$ cat src/hdl/slx_pkg.sv
// Shared types and constants for the script lexer byte stream block.
// No dependencies; every other file of the block imports this package.
package slx_pkg;

    localparam int MAX_TOKEN_LEN_DEF = 127;
    localparam int POSITION_BITS_DEF = 16;
    localparam int QUEUE_DEPTH       = 4;

    localparam logic [2:0] K_STRING = 3'd0;
    localparam logic [2:0] K_PUNCT  = 3'd1;
    localparam logic [2:0] K_PAIR   = 3'd2;
    localparam logic [2:0] K_CMP    = 3'd3;
    localparam logic [2:0] K_DEC    = 3'd4;
    localparam logic [2:0] K_HEX    = 3'd5;
    localparam logic [2:0] K_IDENT  = 3'd6;
    localparam logic [2:0] K_ZERO   = 3'd7;

    localparam logic [2:0] E_NONE    = 3'd0;
    localparam logic [2:0] E_ILLEGAL = 3'd1;
    localparam logic [2:0] E_QUOTE   = 3'd2;
    localparam logic [2:0] E_PAIR    = 3'd3;
    localparam logic [2:0] E_ZERO    = 3'd4;

    typedef struct packed {
        logic valid;
        logic pair;
    } t_q_head;

endpackage

$ cat src/hdl/slx_front.sv
// Lexer front end: accepts source bytes, tracks position and token state,
// and forms up to two result records per byte. Depends on slx_pkg.
module slx_front
    import slx_pkg::*;
#(
    parameter int MAX_TOKEN_LEN = MAX_TOKEN_LEN_DEF,
    parameter int POSITION_BITS = POSITION_BITS_DEF,
    localparam int LEN_W = $clog2(MAX_TOKEN_LEN + 1),
    localparam int P     = POSITION_BITS,
    localparam int REC_W = 17 + LEN_W + 2 * POSITION_BITS
) (
    input  logic             i_clk,
    input  logic             i_rst_n,
    input  logic             i_valid,
    input  logic [7:0]       i_byte,
    input  logic             i_last,
    input  logic             i_space,
    output logic             o_ready,
    output logic             o_push,
    output logic             o_pair,
    output logic [REC_W-1:0] o_rec0,
    output logic [REC_W-1:0] o_rec1
);

    typedef enum logic [8:0] {
        M_IDLE    = 9'b000000001,
        M_COMMENT = 9'b000000010,
        M_STRING  = 9'b000000100,
        M_PAIR    = 9'b000001000,
        M_CMP     = 9'b000010000,
        M_ZERO    = 9'b000100000,
        M_HEX     = 9'b001000000,
        M_DEC     = 9'b010000000,
        M_IDENT   = 9'b100000000
    } t_mode;

    localparam logic [7:0] CH_LF = 8'h0A;

    t_mode            r_mode, n_mode;
    logic [7:0]       r_quote, n_quote;
    logic [7:0]       r_pfirst, n_pfirst;
    logic [LEN_W-1:0] r_plen, n_plen;
    logic [P-1:0]     r_pline, n_pline;
    logic [P-1:0]     r_pcol, n_pcol;
    logic [P-1:0]     r_line, n_line;
    logic [P-1:0]     r_col, n_col;
    logic             r_drop, n_drop;

    logic             accept;
    logic [LEN_W-1:0] g_len;
    logic [REC_W-1:0] v_a, v_b, v_c;
    logic             v_av, v_bv, v_cv;
    logic             v_again, v_err;
    logic [7:0]       c;

    function automatic logic is_space(input logic [7:0] ch);
        return ch == 8'h20 || (ch >= 8'h09 && ch <= 8'h0D);
    endfunction

    function automatic logic is_digit(input logic [7:0] ch);
        return ch >= 8'h30 && ch <= 8'h39;
    endfunction

    function automatic logic is_alpha(input logic [7:0] ch);
        return (ch >= 8'h41 && ch <= 8'h5A) || (ch >= 8'h61 && ch <= 8'h7A);
    endfunction

    function automatic logic is_hex(input logic [7:0] ch);
        return is_digit(ch) || (ch >= 8'h41 && ch <= 8'h46) || (ch >= 8'h61 && ch <= 8'h66);
    endfunction

    function automatic logic [REC_W-1:0] mk(
        input logic             has,
        input logic [2:0]       kind,
        input logic [7:0]       first,
        input logic [LEN_W-1:0] len,
        input logic [P-1:0]     line,
        input logic [P-1:0]     col,
        input logic [2:0]       err
    );
        logic tl;
        tl = has && (len >= LEN_W'(MAX_TOKEN_LEN));
        return {1'b0, err, col, line, tl, len, first, kind, has};
    endfunction

    assign o_ready = i_space;
    assign accept  = i_valid && i_space;
    assign c       = i_byte;
    assign g_len   = (r_plen < LEN_W'(MAX_TOKEN_LEN)) ? r_plen + LEN_W'(1) : r_plen;

    always_comb begin
        n_mode   = r_mode;
        n_quote  = r_quote;
        n_pfirst = r_pfirst;
        n_plen   = r_plen;
        n_pline  = r_pline;
        n_pcol   = r_pcol;
        n_line   = r_line;
        n_col    = r_col;
        n_drop   = r_drop;
        v_a      = '0;
        v_b      = '0;
        v_c      = '0;
        v_av     = 1'b0;
        v_bv     = 1'b0;
        v_cv     = 1'b0;
        v_again  = 1'b0;
        v_err    = 1'b0;

        if (!r_drop) begin
            unique case (r_mode)
                M_COMMENT: begin
                    if (c == CH_LF) begin
                        n_mode = M_IDLE;
                    end
                end
                M_STRING: begin
                    n_plen = g_len;
                    if (c == r_quote) begin
                        v_a    = mk(1'b1, K_STRING, r_pfirst, g_len, r_pline, r_pcol, E_NONE);
                        v_av   = 1'b1;
                        n_mode = M_IDLE;
                    end
                end
                M_PAIR: begin
                    if (c == r_pfirst) begin
                        n_plen = g_len;
                        v_a    = mk(1'b1, K_PAIR, r_pfirst, g_len, r_pline, r_pcol, E_NONE);
                        v_av   = 1'b1;
                        n_mode = M_IDLE;
                    end else begin
                        v_a   = mk(1'b0, 3'd0, r_pfirst, '0, r_pline, r_pcol, E_PAIR);
                        v_av  = 1'b1;
                        v_err = 1'b1;
                    end
                end
                M_CMP: begin
                    if (c == 8'h3D) begin
                        n_plen = g_len;
                        v_a    = mk(1'b1, K_CMP, r_pfirst, g_len, r_pline, r_pcol, E_NONE);
                        v_av   = 1'b1;
                        n_mode = M_IDLE;
                    end else begin
                        v_a     = mk(1'b1, K_CMP, r_pfirst, r_plen, r_pline, r_pcol, E_NONE);
                        v_av    = 1'b1;
                        v_again = 1'b1;
                    end
                end
                M_ZERO: begin
                    if (is_space(c) || c == 8'h2C || c == 8'h3B || c == 8'h29
                        || c == 8'h23) begin
                        v_a     = mk(1'b1, K_ZERO, r_pfirst, r_plen, r_pline, r_pcol, E_NONE);
                        v_av    = 1'b1;
                        v_again = 1'b1;
                    end else if (c == 8'h78 || c == 8'h58) begin
                        n_plen = g_len;
                        n_mode = M_HEX;
                    end else begin
                        v_a   = mk(1'b0, 3'd0, r_pfirst, '0, r_pline, r_pcol, E_ZERO);
                        v_av  = 1'b1;
                        v_err = 1'b1;
                    end
                end
                M_HEX: begin
                    if (is_hex(c)) begin
                        n_plen = g_len;
                    end else begin
                        v_a     = mk(1'b1, K_HEX, r_pfirst, r_plen, r_pline, r_pcol, E_NONE);
                        v_av    = 1'b1;
                        v_again = 1'b1;
                    end
                end
                M_DEC: begin
                    if (is_digit(c)) begin
                        n_plen = g_len;
                    end else begin
                        v_a     = mk(1'b1, K_DEC, r_pfirst, r_plen, r_pline, r_pcol, E_NONE);
                        v_av    = 1'b1;
                        v_again = 1'b1;
                    end
                end
                M_IDENT: begin
                    if (is_alpha(c) || is_digit(c) || c == 8'h5F) begin
                        n_plen = g_len;
                    end else begin
                        v_a     = mk(1'b1, K_IDENT, r_pfirst, r_plen, r_pline, r_pcol, E_NONE);
                        v_av    = 1'b1;
                        v_again = 1'b1;
                    end
                end
                default: begin
                    v_again = 1'b1;
                end
            endcase

            if (v_again) begin
                n_mode = M_IDLE;
                priority if (c == 8'h22 || c == 8'h27) begin
                    n_mode   = M_STRING;
                    n_quote  = c;
                    n_pfirst = c;
                    n_plen   = LEN_W'(1);
                    n_pline  = r_line;
                    n_pcol   = r_col;
                end else if (c == 8'h23) begin
                    n_mode = M_COMMENT;
                end else if (c == 8'h28 || c == 8'h29 || c == 8'h7B || c == 8'h7D
                             || c == 8'h3B || c == 8'h2C || c == 8'h21) begin
                    v_b  = mk(1'b1, K_PUNCT, c, LEN_W'(1), r_line, r_col, E_NONE);
                    v_bv = 1'b1;
                end else if (c == 8'h26 || c == 8'h7C) begin
                    n_mode   = M_PAIR;
                    n_pfirst = c;
                    n_plen   = LEN_W'(1);
                    n_pline  = r_line;
                    n_pcol   = r_col;
                end else if (c == 8'h3D || c == 8'h3C || c == 8'h3E) begin
                    n_mode   = M_CMP;
                    n_pfirst = c;
                    n_plen   = LEN_W'(1);
                    n_pline  = r_line;
                    n_pcol   = r_col;
                end else if (c == 8'h30) begin
                    n_mode   = M_ZERO;
                    n_pfirst = c;
                    n_plen   = LEN_W'(1);
                    n_pline  = r_line;
                    n_pcol   = r_col;
                end else if (is_digit(c)) begin
                    n_mode   = M_DEC;
                    n_pfirst = c;
                    n_plen   = LEN_W'(1);
                    n_pline  = r_line;
                    n_pcol   = r_col;
                end else if (is_alpha(c) || c == 8'h5F) begin
                    n_mode   = M_IDENT;
                    n_pfirst = c;
                    n_plen   = LEN_W'(1);
                    n_pline  = r_line;
                    n_pcol   = r_col;
                end else if (!is_space(c)) begin
                    v_b   = mk(1'b0, 3'd0, c, '0, r_line, r_col, E_ILLEGAL);
                    v_bv  = 1'b1;
                    v_err = 1'b1;
                end else begin
                    n_mode = M_IDLE;
                end
            end

            if (c == CH_LF) begin
                n_line = (r_line != {P{1'b1}}) ? r_line + P'(1) : r_line;
                n_col  = '0;
            end else begin
                n_col = (r_col != {P{1'b1}}) ? r_col + P'(1) : r_col;
            end

            if (v_err) begin
                n_drop = 1'b1;
                n_mode = M_IDLE;
            end else if (i_last) begin
                unique case (n_mode)
                    M_STRING: begin
                        v_c  = mk(1'b0, 3'd0, n_pfirst, '0, n_pline, n_pcol, E_QUOTE);
                        v_cv = 1'b1;
                    end
                    M_PAIR: begin
                        v_c  = mk(1'b0, 3'd0, n_pfirst, '0, n_pline, n_pcol, E_PAIR);
                        v_cv = 1'b1;
                    end
                    M_ZERO: begin
                        v_c  = mk(1'b0, 3'd0, n_pfirst, '0, n_pline, n_pcol, E_ZERO);
                        v_cv = 1'b1;
                    end
                    M_CMP: begin
                        v_c  = mk(1'b1, K_CMP, n_pfirst, n_plen, n_pline, n_pcol, E_NONE);
                        v_cv = 1'b1;
                    end
                    M_HEX: begin
                        v_c  = mk(1'b1, K_HEX, n_pfirst, n_plen, n_pline, n_pcol, E_NONE);
                        v_cv = 1'b1;
                    end
                    M_DEC: begin
                        v_c  = mk(1'b1, K_DEC, n_pfirst, n_plen, n_pline, n_pcol, E_NONE);
                        v_cv = 1'b1;
                    end
                    M_IDENT: begin
                        v_c  = mk(1'b1, K_IDENT, n_pfirst, n_plen, n_pline, n_pcol, E_NONE);
                        v_cv = 1'b1;
                    end
                    default: begin
                        v_cv = 1'b0;
                    end
                endcase
            end
        end

        if (i_last && !v_av && !v_bv && !v_cv) begin
            v_c  = '0;
            v_cv = 1'b1;
        end

        if (i_last) begin
            n_mode   = M_IDLE;
            n_quote  = '0;
            n_pfirst = '0;
            n_plen   = '0;
            n_pline  = '0;
            n_pcol   = '0;
            n_line   = '0;
            n_col    = '0;
            n_drop   = 1'b0;
        end
    end

    always_comb begin
        o_pair = (v_av && (v_bv || v_cv)) || (v_bv && v_cv);
        o_push = accept && (v_av || v_bv || v_cv);
        o_rec0 = v_av ? v_a : (v_bv ? v_b : v_c);
        o_rec1 = (v_av && v_bv) ? v_b : v_c;
        o_rec0[REC_W-1] = i_last && !o_pair;
        o_rec1[REC_W-1] = i_last && o_pair;
    end

    always_ff @(posedge i_clk) begin
        if (!i_rst_n) begin
            r_mode <= M_IDLE;
            r_line <= '0;
            r_col  <= '0;
            r_drop <= 1'b0;
        end else if (accept) begin
            r_mode <= n_mode;
            r_line <= n_line;
            r_col  <= n_col;
            r_drop <= n_drop;
        end
    end

    always_ff @(posedge i_clk) begin
        if (accept) begin
            r_quote  <= n_quote;
            r_pfirst <= n_pfirst;
            r_plen   <= n_plen;
            r_pline  <= n_pline;
            r_pcol   <= n_pcol;
        end
    end

endmodule

$ cat src/hdl/slx_queue.sv
// Short record queue between the lexer front end and the output stage,
// with a registered head entry. Depends on slx_pkg.
module slx_queue
    import slx_pkg::*;
#(
    parameter int DEPTH = QUEUE_DEPTH,
    parameter int W     = 2,
    localparam int PTR_W = $clog2(DEPTH),
    localparam int CNT_W = $clog2(DEPTH + 1)
) (
    input  logic          i_clk,
    input  logic          i_rst_n,
    input  logic          i_push,
    input  logic [W-1:0]  i_data,
    input  logic          i_pop,
    output logic          o_ready,
    output t_q_head       o_head,
    output logic [W-2:0]  o_data
);

    logic [W-1:0]     r_mem [DEPTH];
    logic [W-1:0]     r_rdata;
    logic [PTR_W-1:0] r_wr, r_rd, n_wr, n_rd;
    logic [CNT_W-1:0] r_count, n_count, v_after_pop;

    always_comb begin
        n_wr        = i_push ? ((r_wr == PTR_W'(DEPTH - 1)) ? '0 : r_wr + PTR_W'(1)) : r_wr;
        n_rd        = i_pop ? ((r_rd == PTR_W'(DEPTH - 1)) ? '0 : r_rd + PTR_W'(1)) : r_rd;
        v_after_pop = r_count - CNT_W'(i_pop);
        n_count     = v_after_pop + CNT_W'(i_push);
    end

    assign o_ready      = r_count < CNT_W'(DEPTH);
    assign o_head.valid = r_count != '0;
    assign o_head.pair  = r_rdata[W-1];
    assign o_data       = r_rdata[W-2:0];

    always_ff @(posedge i_clk) begin
        if (!i_rst_n) begin
            r_wr    <= '0;
            r_rd    <= '0;
            r_count <= '0;
        end else begin
            r_wr    <= n_wr;
            r_rd    <= n_rd;
            r_count <= n_count;
        end
    end

    always_ff @(posedge i_clk) begin
        if (i_push) begin
            r_mem[r_wr] <= i_data;
        end
        if (i_push && v_after_pop == '0) begin
            r_rdata <= i_data;
        end else begin
            r_rdata <= r_mem[n_rd];
        end
    end

`ifndef SYNTHESIS
    a_count_bound: assert property (@(posedge i_clk) disable iff (!i_rst_n)
        r_count <= CNT_W'(DEPTH))
        else $error("queue occupancy above depth");
    a_push_space: assert property (@(posedge i_clk) disable iff (!i_rst_n)
        i_push |-> (r_count < CNT_W'(DEPTH)))
        else $error("push into a full queue");
`endif

endmodule

$ cat src/hdl/slx_back.sv
// Output stage: splits queued record pairs into single beats and holds
// each beat in an output register until taken. Depends on slx_pkg.
module slx_back
    import slx_pkg::*;
#(
    parameter int REC_W = 56,
    localparam int TD_W = ((REC_W - 5 + 7) / 8) * 8
) (
    input  logic               i_clk,
    input  logic               i_rst_n,
    input  t_q_head            i_head,
    input  logic [2*REC_W-1:0] i_data,
    output logic               o_pop,
    output logic               o_tvalid,
    input  logic               i_tready,
    output logic [TD_W-1:0]    o_tdata,
    output logic [3:0]         o_tuser,
    output logic               o_tlast
);

    logic             r_valid;
    logic             r_sel, n_sel;
    logic [REC_W-1:0] r_rec;
    logic             v_load;

    assign v_load = !r_valid || i_tready;
    assign o_pop  = v_load && i_head.valid && (r_sel || !i_head.pair);
    assign n_sel  = i_head.pair && !r_sel;

    always_ff @(posedge i_clk) begin
        if (!i_rst_n) begin
            r_valid <= 1'b0;
            r_sel   <= 1'b0;
        end else if (v_load) begin
            r_valid <= i_head.valid;
            if (i_head.valid) begin
                r_sel <= n_sel;
            end
        end
    end

    always_ff @(posedge i_clk) begin
        if (v_load && i_head.valid) begin
            r_rec <= r_sel ? i_data[2*REC_W-1:REC_W] : i_data[REC_W-1:0];
        end
    end

    assign o_tvalid = r_valid;
    assign o_tuser  = r_rec[3:0];
    assign o_tdata  = TD_W'(r_rec[REC_W-2:4]);
    assign o_tlast  = r_rec[REC_W-1];

`ifndef SYNTHESIS
    a_pop_valid: assert property (@(posedge i_clk) disable iff (!i_rst_n)
        o_pop |-> i_head.valid)
        else $error("pop from an empty queue");
    a_sel_pair: assert property (@(posedge i_clk) disable iff (!i_rst_n)
        r_sel |-> (i_head.valid && i_head.pair))
        else $error("second half selected without a pair at the head");
`endif

endmodule

$ cat src/hdl/script_lexer_byte_stream.sv
// Top level of the script lexer byte stream block: front end, record queue
// and output stage. Depends on slx_pkg, slx_front, slx_queue and slx_back.
//
// Source text enters one byte per beat on the slave side, tlast marking the
// last byte of a text; records leave one per beat on the master side, tlast
// marking the last record of a text. The front end takes one byte every
// cycle while the four-entry record queue has room. A byte that yields two
// records (a token closed by the byte that also opens or ends the next one)
// leaves as two beats through the single output register. A record is
// registered at the queue head and then in the output register before it
// appears. After the first error the rest of the text is consumed without
// records until its last byte.
module script_lexer_byte_stream
    import slx_pkg::*;
#(
    parameter int MAX_TOKEN_LEN = MAX_TOKEN_LEN_DEF,
    parameter int POSITION_BITS = POSITION_BITS_DEF,
    localparam int LEN_W = $clog2(MAX_TOKEN_LEN + 1),
    localparam int REC_W = 17 + LEN_W + 2 * POSITION_BITS,
    localparam int TD_W  = ((REC_W - 5 + 7) / 8) * 8
) (
    input  logic            i_clk,
    input  logic            i_rst_n,
    input  logic            s_axis_tvalid,
    output logic            s_axis_tready,
    input  logic [7:0]      s_axis_tdata,  // text_byte
    input  logic            s_axis_tlast,  // end_of_text
    output logic            m_axis_tvalid,
    input  logic            m_axis_tready,
    // first_char, token_length, too_long, start_line, start_column, error_code
    output logic [TD_W-1:0] m_axis_tdata,
    output logic [3:0]      m_axis_tuser,  // has_token, token_kind
    output logic            m_axis_tlast   // final_result
);

    logic             push, pair, space, pop;
    logic [REC_W-1:0] rec0, rec1;
    t_q_head          head;
    logic [2*REC_W-1:0] head_data;

    slx_front #(
        .MAX_TOKEN_LEN(MAX_TOKEN_LEN),
        .POSITION_BITS(POSITION_BITS)
    ) u_front (
        .i_clk   (i_clk),
        .i_rst_n (i_rst_n),
        .i_valid (s_axis_tvalid),
        .i_byte  (s_axis_tdata),
        .i_last  (s_axis_tlast),
        .i_space (space),
        .o_ready (s_axis_tready),
        .o_push  (push),
        .o_pair  (pair),
        .o_rec0  (rec0),
        .o_rec1  (rec1)
    );

    slx_queue #(
        .DEPTH(QUEUE_DEPTH),
        .W    (2 * REC_W + 1)
    ) u_queue (
        .i_clk   (i_clk),
        .i_rst_n (i_rst_n),
        .i_push  (push),
        .i_data  ({pair, rec1, rec0}),
        .i_pop   (pop),
        .o_ready (space),
        .o_head  (head),
        .o_data  (head_data)
    );

    slx_back #(
        .REC_W(REC_W)
    ) u_back (
        .i_clk    (i_clk),
        .i_rst_n  (i_rst_n),
        .i_head   (head),
        .i_data   (head_data),
        .o_pop    (pop),
        .o_tvalid (m_axis_tvalid),
        .i_tready (m_axis_tready),
        .o_tdata  (m_axis_tdata),
        .o_tuser  (m_axis_tuser),
        .o_tlast  (m_axis_tlast)
    );

endmodule

$ cat config.mk
export PLATFORM = sky130hd
export DESIGN_NAME = script_lexer_byte_stream
export DESIGN_NICKNAME = d
export VERILOG_FILES = /design/src/hdl/slx_pkg.sv /design/src/hdl/slx_front.sv /design/src/hdl/slx_queue.sv /design/src/hdl/slx_back.sv /design/src/hdl/script_lexer_byte_stream.sv
export SDC_FILE = /design/constraint.sdc
export NUM_CORES = 1
export LEC_CHECK = 0
export BUFFER_PORTS_ARGS = -buffer_cell sky130_fd_sc_hd__buf_2
export CORE_ASPECT_RATIO = 0.8
export CORE_MARGIN = 2
export CORE_UTILIZATION = 39
export DETAILED_ROUTE_END_ITERATION = 6
export SLEW_MARGIN = 20
export SYNTH_ARGS = -nofsm -noshare
export SYNTH_HDL_FRONTEND = slang
export SYNTH_SLANG_ARGS = --single-unit
$ cat constraint.sdc
create_clock -name i_clk -period 7.7 [get_ports i_clk]
set_clock_uncertainty 0.15 [all_clocks]
set_input_delay 0.77 -clock i_clk [delete_from_list [all_inputs] [get_ports i_clk]]
set_output_delay 0.77 -clock i_clk [all_outputs]
set_load 0.005 [all_outputs]
==> results.cfg, run 1 <==
[sta]
drv_slew = 0
maxSlewHeadroom_pct = 25.00
setup_ws_ns = 2.598
final.min_clock_period_ns = 5.102
rsz0062_at_grt = no
final-setup-viol-count = 0
worst-slew-pin-transition_ns = 1.125
post-route-period-util_pct = 66.26
fin_tns_setup_ns = 0
clock.fmax_mhz = 196.0
hold_viol = 0

[critical_path]
cp_max_fo = 59
slowest_delay_ns = 0.99
crit_chain = nor4_2 -> and4_1 -> o2111ai_1 -> nand3_1 -> nor3_4 -> o211ai_2 -> and3_4 -> buf_4
crit_type = reg2reg
ff2ff_setup_slack_ns = 2.60
cp.required_ns = 7.82
arrival_ns = 5.22
worstRegToRegCells = 8
path_buf_inv = 1
crit_slowest_cell = and3_4
end_kind = flop
cp-start-kind = flop
crit_cells = 8
critical_path.top_delay_family = simple AND/OR/NAND/NOR gates

[pwr]
p_int_mw = 8.817
combPwrFrac_pct = 32.3
p_clk_share_pct = 27.6
power_switching_mw = 4.430
peakVddDrop_v = 0.0005851
p_sw_share_pct = 33.44
powerDensity_nw_per_um2 = 378.2
p_seq_share_pct = 40.2
p_leak_nw = 12.92

[routing]
dr_total_vias = 20594
drt_iter0_markers = 2103
wl_mm = 84.11
drc = 0
drt-pass1-iter-count = 7
vias_per_cell = 5.680
antenna_left = 0
wl_per_cell_um = 23.20

[clocking]
clk_pin_slew_worst_paths_ns = 0.06
cts_buffers = 75
ctsRootBufferMaster = clkbuf_16
clk_latency_ns = 0.64
clockBufferDepth = 3
cts_max_level = 3
clock_sinks = 727
post_cts_resized = 0
hold_buffers = 0
postCtsSetupRepairBufs = 0
tritoncts = done

[synth]
avgSynthCellArea_um2 = 12.39
syn_inst = 2519
yosysWarnings = 0
ys_ff_latch = 727
seq_area_frac_synth_pct = 64.70
synth_edf_count = 563
synthTopCellsByArea = edfxtp_1 54%, dfxtp_1 11%, nand2_1 4.8%, mux2_2 4.0%, mux2i_1 2.5%
synth_ff_type = edfxtp_1
synth_top_cell_by_area = edfxtp_1
synthDistinctLibCells = 91
synth_area_um2 = 31200
ys_async_sr_fraction_pct = 0
synth_top_area_share_pct = 54.18

[grt]
grt_overflow_total = 0
grt_busiest_layer = met1
gr-usage-met1_pct = 30.22
grt_use_met3_pct = 4.069
grt_max_degree = 221
grt_pass1_wl_mm = 125.4
grt_usage_pct = 20.06
grt_pass1_vias = 19699
antenna_found_initial = 6
use_met2_pct = 29.65

[layout]
nNetsFinal = 2557
n_fill_cell = 7119
syn2layout_area_growth_pct = 12.23
layout_common_cells = 563 x edfxtp_1, 396 x nand2_1, 163 x dfxtp_1
mostFrequentLayoutCell = edfxtp_1
layout-drive-gt1-share_pct = 14.43

[placement]
hpwl_mm = 49.26
preCtsSetupSlack_ns = 2.079
place_congestion = 0.9135
port_buffers = 70

[floorplanning]
die_h_um = 257.0
initial_core_util_pct = 39.52
die_x_um = 320.2
die_area_um2 = 82300
io_pins = 76
rows = 92
core_region_area_um2 = 78970

[status]
status = complete, no violations

[job]
maxCapViolCount = 0

[min_path]
min_path_type = reg2reg
hold_path_depth = 1
## synthesized netlist by cell type, types with 5 or more instances
cell,number
nand4b_1,5
xor2_1,29
a32oi_1,34
nor4b_1,5
nor3b_1,6
a21o_1,8
o31ai_1,14
o32ai_1,6
xnor2_1,21
dfxtp_1,164
mux4_2,7
o22ai_1,5
o21ai_0,87
nand2_1,396
nor3_1,20
a21oi_1,39
and3_1,18
and2_1,76
a22o_1,35
a211oi_1,66
nand4_1,20
nor2b_1,15
nand3_1,89
o2bb2ai_1,7
mux2i_1,79
buf_4,16
nor2_1,129
a31oi_1,77
clkbuf_1,111
mux2_2,110
ha_1,12
and4_1,10
buf_1,10
nor4_1,6
edfxtp_1,563
o211ai_1,7
or3_1,8
inv_1,63
buf_2,33
a22oi_1,8
## worst reg2reg max path: cells and delay by family (launching register included)
kind                   cells  cell delay (ns)
flip-flops                 1             0.37
AO/OA/AOI/OAI              2             0.83
AND/OR/NAND/NOR            5             2.75
buffers and inverters      1             0.60
## per-stage QoR
stage | instances | hold WS, ns | util (%) | total power [mW] | instance area, µm²
2_1_floorplan | 2523 | 0.3360 | - | 8.335 | 31220
3_3_place_gp | 3489 | 0.3624 | 41.23 | 9.592 | 32560
3_5_place_dp | 3489 | 0.3666 | 41.23 | 9.680 | 32560
4_1_cts | 3625 | 0.3768 | 44.34 | 13.35 | 35010
5_1_grt | 3625 | 0.3932 | 44.35 | 13.97 | 35020
6_report | 3626 | 0.3803 | 44.35 | 13.25 | 35020
## cells by family (layout without fill, tap and decap cells)
family          after synthesis  in the layout  share of synthesized area (%)
fa+ha+maj                    12             12                         0.4812
compound gates              466            466                          10.67
buf+inv                     237            305                          3.248
flops                       727            727                          64.70
simple gates                826            826                          12.31
mux                         200            200                          7.165
other cells                   1              6                        0.01202
xor+xnor                     50             50                          1.403
## layer usage
metal / routed length [µm] / up-vias / part of all wire, %
met2: 36530 / 761 / 43
met3: 6367 / 121 / 7.6
met5: 27 / - / 0.032
li1: - / 9379 / -
met4: 1522 / 4 / 1.8
met1: 39670 / 10329 / 47
## flip-flops by register name, indices dropped and copies added (netlist names), 3 cells and up
signal and count:
u_front.r_pfirst 8, u_queue.r_rdata 113, u_front.r_pline 16, u_queue.r_mem 452
u_front.r_line 16, u_queue.r_count 3, u_front.r_col 16, u_front.r_mode 9
u_front.r_plen 7, u_front.r_pcol 16, u_front.r_quote 8, u_back.r_rec 56
## final timing paths
path | start | to
worst max-delay path | u_front.r_mode[4] | u_queue.r_mem[1][77]
worst max register to register | u_front.r_mode[4] | u_queue.r_mem[1][77]
worst min-delay path | u_queue.r_rdata[103] | u_back.r_rec[47]
worst min register to register | u_queue.r_rdata[103] | u_back.r_rec[47]
## layout make-up
cell class / instances / area, µm² / share of cell area (%)
flip-flops and latches: 727 / 20190 / 57.65
clock inverters: 33 / 361.6 / 1.033
repair buffers: 105 / 700.7 / 2.001
well taps: 1034 / 1294 / 3.694
clock buffers: 103 / 2093 / 5.977
multi-input cells: 1559 / 10140 / 28.95
diodes: 1 / 2.502 / 0.007145
inverters: 64 / 240.2 / 0.6860
## power groups by stage
stage	registers, mW	logic (mW)	clock network, mW
2_1_floorplan	5.33	3.00	0
3_3_place_gp	5.39	4.21	0
3_5_place_dp	5.40	4.28	0
4_1_cts	5.33	4.32	3.71
5_1_grt	5.38	4.72	3.86
6_report	5.32	4.27	3.65
(Power assumes the default switching activity.)
==> run 2, diff against run 1 <==
- ABC_AREA: not set -> 1
- clock period: 7.7 -> 4.3 ns (I/O delays scaled with it)
==> results.cfg, run 2 <==
[placement]
placed_cells = 4312
port_buffers = 70
place_congestion = 0.9438
preCtsSetupSlack_ns = 0.5004
hpwl_mm = 48.50
post_dp_cell_area_um2 = 33570

[clocking]
postCtsSetupRepairBufs = 0
clk_latency_ns = 0.64
post_cts_resized = 0
cts_max_level = 3
clockBufferDepth = 3
clk_pin_slew_worst_paths_ns = 0.06
hold_buffers = 1
cts_buffers = 75
ctsRootBufferMaster = clkbuf_16
tritoncts = done
clock_sinks = 727

[layout]
seq_area_um2 = 20190
multi_input_area_um2 = 9841
reg_top3 = u_queue.r_mem: 452 flops, u_queue.r_rdata: 113 flops, u_back.r_rec: 56 flops
layout-drive-gt1-share_pct = 10.18
fin_cells = 4450
mostFrequentLayoutCell = nand2_1
largest_register = u_queue.r_mem
nNetsFinal = 3323
finalInstanceArea_um2 = 36090
syn2layout_area_growth_pct = 13.14
layout_common_cells = 811 x nand2_1, 563 x edfxtp_1, 361 x nor2_1
n_fill_cell = 7707
antenna_cells = 0
largest_reg_flops = 452

[synth]
synthTopCellsByCount = 812 x nand2_1, 563 x edfxtp_1, 365 x nor2_1
yosysWarnings = 0
yosysMostFrequentCell = nand2_1
synth_area_um2 = 31900
synth_ff_type = edfxtp_1
synth_edf_count = 563
ys_ff_latch = 727
synthTopCellsByArea = edfxtp_1 53%, dfxtp_1 10%, nand2_1 9.6%, o21ai_0 5.0%, nor2_1 4.3%
ys_async_sr_fraction_pct = 0
synth_top_cell_by_area = edfxtp_1
seq_area_frac_synth_pct = 63.29
avgSynthCellArea_um2 = 9.779
synth_top_area_share_pct = 53.00
syn_inst = 3262
synthDistinctLibCells = 52

[sta]
worst-slew-pin-transition_ns = 0.9632
final.min_clock_period_ns = 3.735
hold_viol = 0
clock.fmax_mhz = 267.8
setup_ws_ns = 0.5653
maxSlewHeadroom_pct = 35.78
post-route-period-util_pct = 86.85
rsz0062_at_grt = no
whs_ns = 0.08097
drv_slew = 0
final-setup-viol-count = 0

[routing]
vias_per_cell = 5.141
antenna_left = 0
wl_mm = 82.26
wl_per_cell_um = 18.48
drt_iter0_markers = 2277
dr_total_vias = 22876
drc = 0
drt-pass1-iter-count = 6

[critical_path]
crit_type = reg2reg
reg2reg_from = u_front.r_mode[0]
end_kind = flop
cp-start-kind = flop
cp_max_fo = 48
cp.required_ns = 4.71
slowest_delay_ns = 0.50
critical_path.top_delay_family = simple AND/OR/NAND/NOR gates
crit_top_cell = nand2_1
arrival_ns = 4.15
crit_slowest_cell = buf_4
crit_start = u_front.r_mode[0]
path_buf_inv = 5
crit_chain = nor2_2 -> inv_2 -> nor2_2 -> nand2_1 -> nor2_4 -> inv_2 -> nand4_1 -> nor2_1 -> nor2_2 -> nand3_4 -> nand2_4 -> buf_4 -> buf_4 -> o21ai_0 -> inv_1 -> nand2_1 -> nand2_1 -> nand2_1 -> nand2_1

[pwr]
p_clk_share_pct = 26.0
p_sw_share_pct = 36.70
power_switching_mw = 9.465
p_leak_nw = 13.99
peakVddDrop_v = 0.0009649
p_seq_share_pct = 38.1
powerDensity_nw_per_um2 = 714.5
combPwrFrac_pct = 35.9
p_int_mw = 16.32

[min_path]
min_path_type = in2reg
hp-start = s_axis_tlast

[grt]
grt_max_degree = 173
grt_overflow_total = 0
grt_pass1_wl_mm = 128.4
grt_pass1_vias = 21491
grt_usage_pct = 19.58
antenna_found_initial = 1

[floorplanning]
die_area_um2 = 84110
die_h_um = 259.8
core_region_area_um2 = 80760
io_pins = 76
rows = 93
die_x_um = 323.8
initial_core_util_pct = 39.50

[job]
maxCapViolCount = 0

[status]
status = complete, no violations
run 2: worst paths after layout:
kind,end,slack (ns),cells after the start
hold / removal,u_queue.r_rdata[111],0.08,3
setup / recovery,u_queue.r_rdata[7],0.57,19
setup reg to reg,u_queue.r_rdata[7],0.57,19
hold reg to reg,u_front.r_line[15],0.33,1
run 2: logic make-up after synthesis:
| kind of cell | count (synthesis) | synth area share, % |
|---|---|---|
| AND/OR/NAND/NOR | 1396 | 18.20 |
| buffers and inverters | 452 | 6.115 |
| multiplexers | 1 | 0.03138 |
| AO/OA/AOI/OAI | 656 | 11.41 |
| other | 1 | 0.01176 |
| adder cells (fa/ha/maj) | 12 | 0.4706 |
| flip-flops | 727 | 63.29 |
| XOR/XNOR | 17 | 0.4668 |
run 2: final cells by class:
cell class	instances	share of cell area [%]
clock buffers	110	5.959
clock inverters	27	1.005
repair buffers	129	3.106
flip-flops and latches	727	55.94
inverters	278	2.936
well taps	1092	3.786
multi-input cells	2087	27.27
run 2: per-stage QoR:
stage | TNS, ns | total power, mW | util [%]
3_5_place_dp | 0 | 19.22 | 41.57
5_1_grt | 0 | 27.51 | 44.69
6_report | 0 | 25.79 | 44.69
4_1_cts | 0 | 25.99 | 44.69
2_1_floorplan | -549.75 | 16.29 | -
3_3_place_gp | 0 | 19.16 | 41.57
run 2: worst register-to-register path, cell delays in order (launching register included):
cell	delay [ns]
dfxtp_1	0.37
nor2_2	0.20
inv_2	0.06
nor2_2	0.12
nand2_1	0.13
nor2_4	0.16
inv_2	0.08
nand4_1	0.08
nor2_1	0.06
nor2_2	0.21
nand3_4	0.29
nand2_4	0.19
buf_4	0.34
buf_4	0.50
o21ai_0	0.25
inv_1	0.11
nand2_1	0.06
nand2_1	0.16
nand2_1	0.07
nand2_1	0.07
run 2: power by group through the flow:
stage	Sequential, mW	Combinational (mW)	Clock [mW]
after floorplan	9.93	6.36	0
after global placement	9.95	9.21	0
after detailed placement	9.96	9.27	0
after CTS	9.83	9.32	6.84
after global routing	9.95	10.4	7.13
final	9.82	9.27	6.70
run 2: layer usage:
metal / global-route usage [%] / share of wire (%) / vias up
met5: 0 / 0 / -
met4: 4.347 / 1.7 / 0
met3: 3.574 / 6.3 / 111
met2: 28.66 / 43 / 691
met1: 30.00 / 49 / 10931
li1: - / - / 11143
